===== src/rtl/sjsf_pkg.sv =====
// Package with the shared types, constants and helpers of the jump smoothing filter.
`default_nettype none

package sjsf_pkg;

  // Register indexes of the configuration port.
  typedef enum logic [1:0] {
    REG_FILTER_STRENGTH = 2'd0,
    REG_JUMP_THRESHOLD  = 2'd1,
    REG_FULL_SCALE      = 2'd2
  } reg_index_t;

  // Sequencer states.
  typedef enum logic [2:0] {
    ST_IDLE,
    ST_EVAL,
    ST_MUL_SCALE,
    ST_DIV_SCALE,
    ST_SET_LEN,
    ST_MUL_RAMP,
    ST_DIV_RAMP,
    ST_FINISH
  } state_t;

  // Register reset values and the strength ceiling.
  localparam logic [6:0]  STRENGTH_RESET       = 7'd0;
  localparam logic [15:0] JUMP_THRESHOLD_RESET = 16'd10;
  localparam logic [15:0] FULL_SCALE_RESET     = 16'd1000;
  localparam logic [6:0]  STRENGTH_MAX         = 7'd100;

  // Datapath geometry: full ramp product width, width of strength times range, ramp length and step widths.
  localparam int DIVIDEND_BITS = 63;
  localparam int SCALE_BITS    = 22;
  localparam int LEN_BITS      = 17;
  localparam int STEP_BITS     = 31;

  // Percent division by reciprocal: x / 100 equals (x * RECIP_100) >> RECIP_SHIFT
  // for every strength-times-range product below 2^SCALE_BITS.
  localparam int          RECIP_SHIFT = 29;
  localparam logic [22:0] RECIP_100   = 23'd5368710;

  // Saturate a 36-bit signed value to the signed 32-bit range.
  function automatic logic signed [31:0] sat32(input logic signed [35:0] v);
    logic signed [35:0] hi;
    logic signed [35:0] lo;
    hi = 36'sh0_7FFF_FFFF;
    lo = -36'sh0_8000_0000;
    if (v > hi) begin
      sat32 = 32'sh7FFF_FFFF;
    end else if (v < lo) begin
      sat32 = 32'sh8000_0000;
    end else begin
      sat32 = v[31:0];
    end
  endfunction

endpackage

`default_nettype wire


===== src/rtl/soc_jump_smoothing_filter_core.sv =====
// Top level of the state-of-charge jump smoothing filter with its serial datapath.
// A sample without a new jump passes EVAL, MUL_RAMP, the ramp division and FINISH;
// a jump that starts a new ramp adds MUL_SCALE, DIV_SCALE and SET_LEN (percent scaling
// by multiply and reciprocal). One transaction is in flight at a time; the ramp division
// runs one bit per cycle (63 steps); FINISH waits while the output register is full.
// A new input is taken while a finished result still waits in the output register.
// Reset (synchronous, active high) restores register defaults and clears the filter state.
`default_nettype none

module soc_jump_smoothing_filter_core
  import sjsf_pkg::*;
#(
  parameter int SAMPLE_BITS = 16
) (
  input  wire                    clk,
  input  wire                    rst,
  input  wire                    cfg_write,
  input  wire [1:0]              cfg_index,
  input  wire [15:0]             cfg_data,
  input  wire                    in_valid,
  output logic                   in_ready,
  input  wire [SAMPLE_BITS-1:0]  soc_sample,
  output logic                   out_valid,
  input  wire                    out_ready,
  output logic signed [31:0]     smoothed_soc,
  output logic signed [31:0]     offset_now
);

  // Configuration registers.
  logic [6:0]  filter_strength;
  logic [15:0] jump_threshold;
  logic [15:0] full_scale;

  // Filter state.
  logic [SAMPLE_BITS-1:0]  previous_sample;
  logic signed [31:0]      offset_value;
  logic signed [31:0]      jump_amount;
  logic [LEN_BITS-1:0]     ramp_length;
  logic [STEP_BITS-1:0]    ramp_step;

  // Per-transaction working registers.
  logic [SAMPLE_BITS-1:0]  sample;
  logic                    delta_nz;
  logic [14:0]             range;
  logic [DIVIDEND_BITS-1:0] div_q;
  logic [LEN_BITS-1:0]     div_rem;
  logic [LEN_BITS-1:0]     div_d;
  logic [5:0]              div_cnt;

  state_t state, state_next;

  // Sample arithmetic in 34-bit signed.
  logic signed [33:0] sample_s;
  logic signed [33:0] delta;
  logic signed [33:0] abs_delta;
  logic signed [33:0] headroom_full;
  logic signed [33:0] range_min;
  logic signed [33:0] range_val;
  logic               jump_hit;
  logic [6:0]         strength_eff;

  always_comb begin
    sample_s      = $signed(34'(sample));
    delta         = sample_s - $signed(34'(previous_sample));
    abs_delta     = delta[33] ? -delta : delta;
    strength_eff  = (filter_strength > STRENGTH_MAX) ? STRENGTH_MAX : filter_strength;
    jump_hit      = (abs_delta > $signed(34'(jump_threshold))) && (strength_eff != 7'd0);
    headroom_full = $signed(34'(full_scale)) - sample_s;
    range_min     = (sample_s < headroom_full) ? sample_s : headroom_full;
    if (range_min < 34'sd1) begin
      range_min = 34'sd1;
    end
    range_val     = (abs_delta < range_min) ? abs_delta : range_min;
  end

  // Shared multiplier: percent scaling, reciprocal division by 100 or ramp product.
  logic [31:0]              jump_mag;
  logic [31:0]              mul_a;
  logic [STEP_BITS-1:0]     mul_b;
  logic [DIVIDEND_BITS-1:0] product;

  always_comb begin
    jump_mag = jump_amount[31] ? (~jump_amount + 32'd1) : jump_amount;
    if (state == ST_MUL_SCALE) begin
      mul_a = 32'(strength_eff);
      mul_b = STEP_BITS'(range);
    end else if (state == ST_DIV_SCALE) begin
      mul_a = 32'(div_q[SCALE_BITS-1:0]);
      mul_b = STEP_BITS'(RECIP_100);
    end else begin
      mul_a = jump_mag;
      mul_b = ramp_step;
    end
    product = DIVIDEND_BITS'(mul_a) * DIVIDEND_BITS'(mul_b);
  end

  // One restoring division step per cycle.
  logic [LEN_BITS:0]   div_trial;
  logic                div_ge;
  logic [LEN_BITS-1:0] div_rem_next;

  always_comb begin
    div_trial    = {div_rem, div_q[DIVIDEND_BITS-1]};
    div_ge       = div_trial >= {1'b0, div_d};
    div_rem_next = div_ge ? LEN_BITS'(div_trial - {1'b0, div_d}) : LEN_BITS'(div_trial);
  end

  // Final offset, smoothed value and ramp bookkeeping.
  logic [33:0]           quot_clamp;
  logic signed [35:0]    quot_signed;
  logic signed [31:0]    offset_fin;
  logic signed [31:0]    smoothed_fin;
  logic signed [35:0]    smooth_diff;
  logic                  ramp_done;
  logic                  step_inc;
  logic [STEP_BITS-1:0]  step_base;
  logic [STEP_BITS-1:0]  step_fin;
  logic [LEN_BITS-1:0]   scaled_len;

  always_comb begin
    quot_clamp   = (|div_q[DIVIDEND_BITS-1:33]) ? 34'h2_0000_0000 : {1'b0, div_q[32:0]};
    quot_signed  = jump_amount[31] ? -$signed(36'(quot_clamp)) : $signed(36'(quot_clamp));
    offset_fin   = sat32(36'(jump_amount) - quot_signed);
    smoothed_fin = sat32($signed(36'(sample)) - 36'(offset_fin));
    smooth_diff  = 36'(smoothed_fin) - $signed(36'(sample));
    ramp_done    = (32'(ramp_step) > 32'(ramp_length)) && (jump_amount > 32'sd1);
    step_inc     = ((smooth_diff > 36'sd1) || (smooth_diff < -36'sd1)) && delta_nz;
    step_base    = ramp_done ? '0 : ramp_step;
    step_fin     = (step_inc && !(&step_base)) ? step_base + STEP_BITS'(1) : step_base;
    scaled_len   = (div_q[SCALE_BITS-1:0] == '0) ? LEN_BITS'(1)
                                                 : LEN_BITS'(div_q[SCALE_BITS-1:0]);
  end

  // Sequencer state register.
  always_ff @(posedge clk) begin
    if (rst) begin
      state <= ST_IDLE;
    end else begin
      state <= state_next;
    end
  end

  // Sequencer next state and input handshake.
  always_comb begin
    state_next = state;
    in_ready   = 1'b0;
    case (state)
      ST_IDLE: begin
        in_ready = 1'b1;
        if (in_valid) begin
          state_next = ST_EVAL;
        end
      end
      ST_EVAL: begin
        state_next = jump_hit ? ST_MUL_SCALE : ST_MUL_RAMP;
      end
      ST_MUL_SCALE: begin
        state_next = ST_DIV_SCALE;
      end
      ST_DIV_SCALE: begin
        state_next = ST_SET_LEN;
      end
      ST_SET_LEN: begin
        state_next = ST_MUL_RAMP;
      end
      ST_MUL_RAMP: begin
        state_next = ST_DIV_RAMP;
      end
      ST_DIV_RAMP: begin
        if (div_cnt == 6'd1) begin
          state_next = ST_FINISH;
        end
      end
      ST_FINISH: begin
        if (!out_valid || out_ready) begin
          state_next = ST_IDLE;
        end
      end
      default: begin
        state_next = ST_IDLE;
      end
    endcase
  end

  // Configuration writes.
  always_ff @(posedge clk) begin
    if (rst) begin
      filter_strength <= STRENGTH_RESET;
      jump_threshold  <= JUMP_THRESHOLD_RESET;
      full_scale      <= FULL_SCALE_RESET;
    end else if (cfg_write) begin
      case (cfg_index)
        REG_FILTER_STRENGTH: filter_strength <= cfg_data[6:0];
        REG_JUMP_THRESHOLD:  jump_threshold  <= cfg_data;
        REG_FULL_SCALE:      full_scale      <= cfg_data;
        default: begin
        end
      endcase
    end
  end

  // Filter state updates.
  always_ff @(posedge clk) begin
    if (rst) begin
      previous_sample <= '0;
      offset_value    <= '0;
      jump_amount     <= '0;
      ramp_length     <= LEN_BITS'(1);
      ramp_step       <= '0;
    end else begin
      case (state)
        ST_EVAL: begin
          if (jump_hit) begin
            ramp_step   <= '0;
            jump_amount <= sat32(36'(delta) + 36'(offset_value));
          end
        end
        ST_SET_LEN: begin
          ramp_length <= scaled_len;
        end
        ST_FINISH: begin
          if (!out_valid || out_ready) begin
            offset_value    <= offset_fin;
            previous_sample <= sample;
            ramp_step       <= step_fin;
            if (ramp_done) begin
              jump_amount <= '0;
            end
          end
        end
        default: begin
        end
      endcase
    end
  end

  // Working registers, the percent scaling and the serial divider.
  always_ff @(posedge clk) begin
    case (state)
      ST_IDLE: begin
        sample <= soc_sample;
      end
      ST_EVAL: begin
        delta_nz <= (delta != 34'sd0);
        range    <= 15'(range_val);
      end
      ST_MUL_SCALE: begin
        div_q <= DIVIDEND_BITS'(product[SCALE_BITS-1:0]);
      end
      ST_DIV_SCALE: begin
        div_q <= DIVIDEND_BITS'(product[RECIP_SHIFT +: SCALE_BITS]);
      end
      ST_MUL_RAMP: begin
        div_q   <= product;
        div_rem <= '0;
        div_d   <= ramp_length;
        div_cnt <= 6'(DIVIDEND_BITS);
      end
      ST_DIV_RAMP: begin
        div_q   <= {div_q[DIVIDEND_BITS-2:0], div_ge};
        div_rem <= div_rem_next;
        div_cnt <= div_cnt - 6'd1;
      end
      default: begin
      end
    endcase
  end

  // Output register.
  always_ff @(posedge clk) begin
    if (rst) begin
      out_valid <= 1'b0;
    end else if (state == ST_FINISH && (!out_valid || out_ready)) begin
      out_valid <= 1'b1;
    end else if (out_ready) begin
      out_valid <= 1'b0;
    end
  end

  always_ff @(posedge clk) begin
    if (state == ST_FINISH && (!out_valid || out_ready)) begin
      smoothed_soc <= smoothed_fin;
      offset_now   <= offset_fin;
    end
  end

endmodule

`default_nettype wire

===== config.mk =====
export PLATFORM = sky130hd
export DESIGN_NAME = soc_jump_smoothing_filter_core
export DESIGN_NICKNAME = d
export VERILOG_FILES = /design/src/rtl/sjsf_pkg.sv /design/src/rtl/soc_jump_smoothing_filter_core.sv
export SDC_FILE = /design/constraint.sdc
export NUM_CORES = 2
export LEC_CHECK = 0
export ABC_AREA = 1
export BUFFER_PORTS_ARGS = -buffer_cell sky130_fd_sc_hd__buf_2
export CELL_PAD_IN_SITES_DETAIL_PLACEMENT = 0
export CELL_PAD_IN_SITES_GLOBAL_PLACEMENT = 1
export CORE_ASPECT_RATIO = 1.2
export CORE_MARGIN = 8
export CORE_UTILIZATION = 50
export CTS_CLUSTER_DIAMETER = 40
export DETAILED_ROUTE_END_ITERATION = 7
export GPL_ROUTABILITY_DRIVEN = 0
export PLACE_DENSITY = 0.86
export SLEW_MARGIN = 10
export SYNTH_ARGS = -nofsm -noshare
export SYNTH_HDL_FRONTEND = slang
export SYNTH_SLANG_ARGS = --single-unit

===== constraint.sdc =====
create_clock -name clk -period 12.8 [get_ports clk]
set_clock_uncertainty 0.15 [all_clocks]
set_input_delay 2.56 -clock clk [delete_from_list [all_inputs] [get_ports clk]]
set_output_delay 2.56 -clock clk [all_outputs]
set_load 0.05 [all_outputs]

==> flow_metrics.py <==
metrics = {
    "critical_path": {
        "arrival_ns": 12.23,
        "cpPeakStageDelay_ns": 0.99,
        "worstPathMaxFanout": 13,
        "endpoint_kind": "flop",
        "startpoint_type": "flop",
        "r2r_slack_ns": 0.77,
        "critPathRequiredTime_ns": 13.00,
        "cp_slowest_cell": "o21ai_0",
        "path_class": "flop to flop",
    },
    "placed_design": {
        "dp_hpwl_um": 161000,
        "io_buffers": 104,
    },
    "global_route": {
        "track_usage": 0.306,
        "grt_pass1_vias": 53677,
        "grt_max_degree": 97,
        "grt_pass1_wl_um": 306000,
        "antenna_found_initial": 2,
        "grt_overflow": 0,
    },
    "sta": {
        "relSlewSlack": 0.148,
        "finalCriticalPeriod_ns": 12.03,
        "rsz0062_at_grt": "false",
        "worst_slew_pin_slew_ns": 1.27,
        "max_freq_ghz": 0.0831,
        "finalMaxSlewViolations": 0,
        "hold_violations": 0,
        "post-route-period-util": 0.940,
        "setup_viol": 0,
        "tns_ns": 0,
    },
    "cells_and_area": {
        "drive_gt1_frac": 0.0606,
        "nNetsFinal": 9099,
        "area_growth_pct": 7.65,
    },
    "die": {
        "core-area_mm2": 0.118,
        "io_pins": 105,
        "rows": 138,
        "die_w_um": 330,
        "die_h_um": 393,
        "start_util": 0.503,
        "die-area_mm2": 0.130,
    },
    "synthesis": {
        "synth_edf_count": 199,
        "synth_area_mm2": 0.0592,
        "syn_inst": 7629,
        "ys_ff_latch": 370,
        "synthFlopType": "edfxtp_1",
        "ys_top_cells_by_area": "fa_1, nand2_1, ha_1",
        "synthArstFlopShare": 0,
        "synth_top_cell_by_area": "fa_1",
        "synth.top_cell.area_share": 0.295,
        "seq_area_frac_synth": 0.159,
        "synth_warnings": 0,
        "syn_avg_cell_area_um2": 7.77,
        "ys_types": 64,
    },
    "routing": {
        "post_drt_via_cell_ratio": 5.59,
        "wl_per_cell_um": 21.3,
        "ant_nets": 0,
        "num_vias": 51815,
        "drc": 0,
        "wirelength_um": 198000,
        "dr.pass1.iters": 6,
        "dr.first_iter.drc_count": 4194,
    },
    "outcome": {
        "status": "finished, final reports clean",
    },
    "cts": {
        "cts_buffer_depth": 3,
        "clock_sink_count": 370,
        "path_clk_slew_ns": 0.07,
        "tritoncts": "built",
        "ctsHoldBuffers": 0,
        "cts_buffers": 49,
        "root_buffer": "clkbuf_16",
        "ctsHtreeMaxLevel": 2,
        "clk_latency_ns": 0.63,
    },
    "min_path": {
        "hold_class": "flop to flop",
    },
    "job": {
        "cap_violations": 0,
    },
}
## routing by layer
layer	routed length [um]	track usage
met2	96200	0.532
met5	13	0
met3	13800	0.0474
met4	14600	0.186
met1	73100	0.355
## registers in the layout, summed over array words and instances (netlist names), 3 cells and up
name             flops
div_rem             17
state                3
jump_amount         32
previous_sample     16
offset_value        32
filter_strength      7
ramp_step           31
full_scale          16
jump_threshold      16
div_cnt              6
div_d               17
ramp_length         17
sample              16
div_q               63
smoothed_soc        32
range               15
offset_now          32
## path summary, 6_finish.rpt
path	startpoint	endpoint	depth (start not counted)
setup / recovery	jump_amount[0]	div_q[55]	40
hold / removal	ramp_length[8]	div_d[8]	0
setup reg to reg	jump_amount[0]	div_q[55]	40
hold reg to reg	ramp_length[8]	div_d[8]	0
## critical path: cells and delay by family (launching register included)
family	cells	cell delay (ns)
adder cells (fa/ha/maj)	10	4.66
AO/OA/AOI/OAI	17	4.45
buffers and inverters	7	1.19
AND/OR/NAND/NOR	4	0.52
flip-flops	1	0.40
XOR/XNOR	2	0.34
## cell families after synthesis
logic type / count (synthesis) / synth area share
compound gates: 968 / 0.0906
xor+xnor: 253 / 0.0375
fa+ha+maj: 1367 / 0.399
buf+inv: 1823 / 0.117
flops: 370 / 0.159
other cells: 1 / 0.0000633
simple gates: 2847 / 0.197
## area by class of cell
class | count | area (um2)
fillers | 11234 | 54000
multi-input cells | 5454 | 43100
flip-flops and latches | 370 | 9400
inverters | 1545 | 5810
well taps | 1540 | 1930
repair buffers | 273 | 1830
clock buffers | 63 | 1400
clock inverters | 29 | 287
diodes | 1 | 2.50
## what timing repair did
item | in CTS | in global routing
gates cloned | 0 | 2
setup buffers | 0 | 0
pin swaps | 0 | 3
setup endpoints to repair | 1 | 32
resized for setup | 1 | 27
## Yosys cell counts, drive strengths merged, types with 11 or more instances
cell    instances
xor2          165
a21oi         419
a211oi         11
nor2          597
xnor2          88
o211ai         35
inv          1518
clkinv         27
a31oi          13
o221ai         11
clkbuf        238
a21o           11
buf            40
nand4          86
nand3         217
o21bai         28
o22ai          17
nor3           67
nand2        1816
dfxtp         171
nand3b         12
ha            494
nor4           19
edfxtp        199
or2            21
fa            873
o21ai         352
## metrics by stage
stage / utilization / cells / cell area, um2 / hold slack, ns / setup slack [ns]
after floorplan: - / 7645 / 59300 / 0.275 / 2.08
after global placement: 0.526 / 9180 / 62000 / 0.286 / 0.309
after detailed placement: 0.526 / 9180 / 62000 / 0.294 / 0.00875
after CTS: 0.541 / 9272 / 63700 / 0.309 / 0.239
after global routing: 0.542 / 9275 / 63800 / 0.317 / 0.00737
final: 0.542 / 9275 / 63800 / 0.313 / 0.768
## cells in the final DEF (no fill, tap or decap), types with 12 or more instances in the layout
master,n
a21oi_1,416
a31oi_1,13
buf_2,104
buf_4,164
clkbuf_16,53
clkinv_1,27
conb_1,17
dfxtp_1,171
edfxtp_1,199
fa_1,873
ha_1,494
inv_1,1496
inv_2,19
nand2_1,1801
nand2_2,12
nand3_1,202
nand4_1,86
nor2_1,575
nor2_2,13
nor3_1,63
nor4_1,19
o211ai_1,35
o21ai_0,322
o21ai_1,29
o21bai_1,28
o22ai_1,17
or2_2,20
xnor2_1,88
xor2_1,164
Power is left out: the tool's default activity adds up to more than one toggle a clock period on the data nets, which glitch-free logic cannot reach.
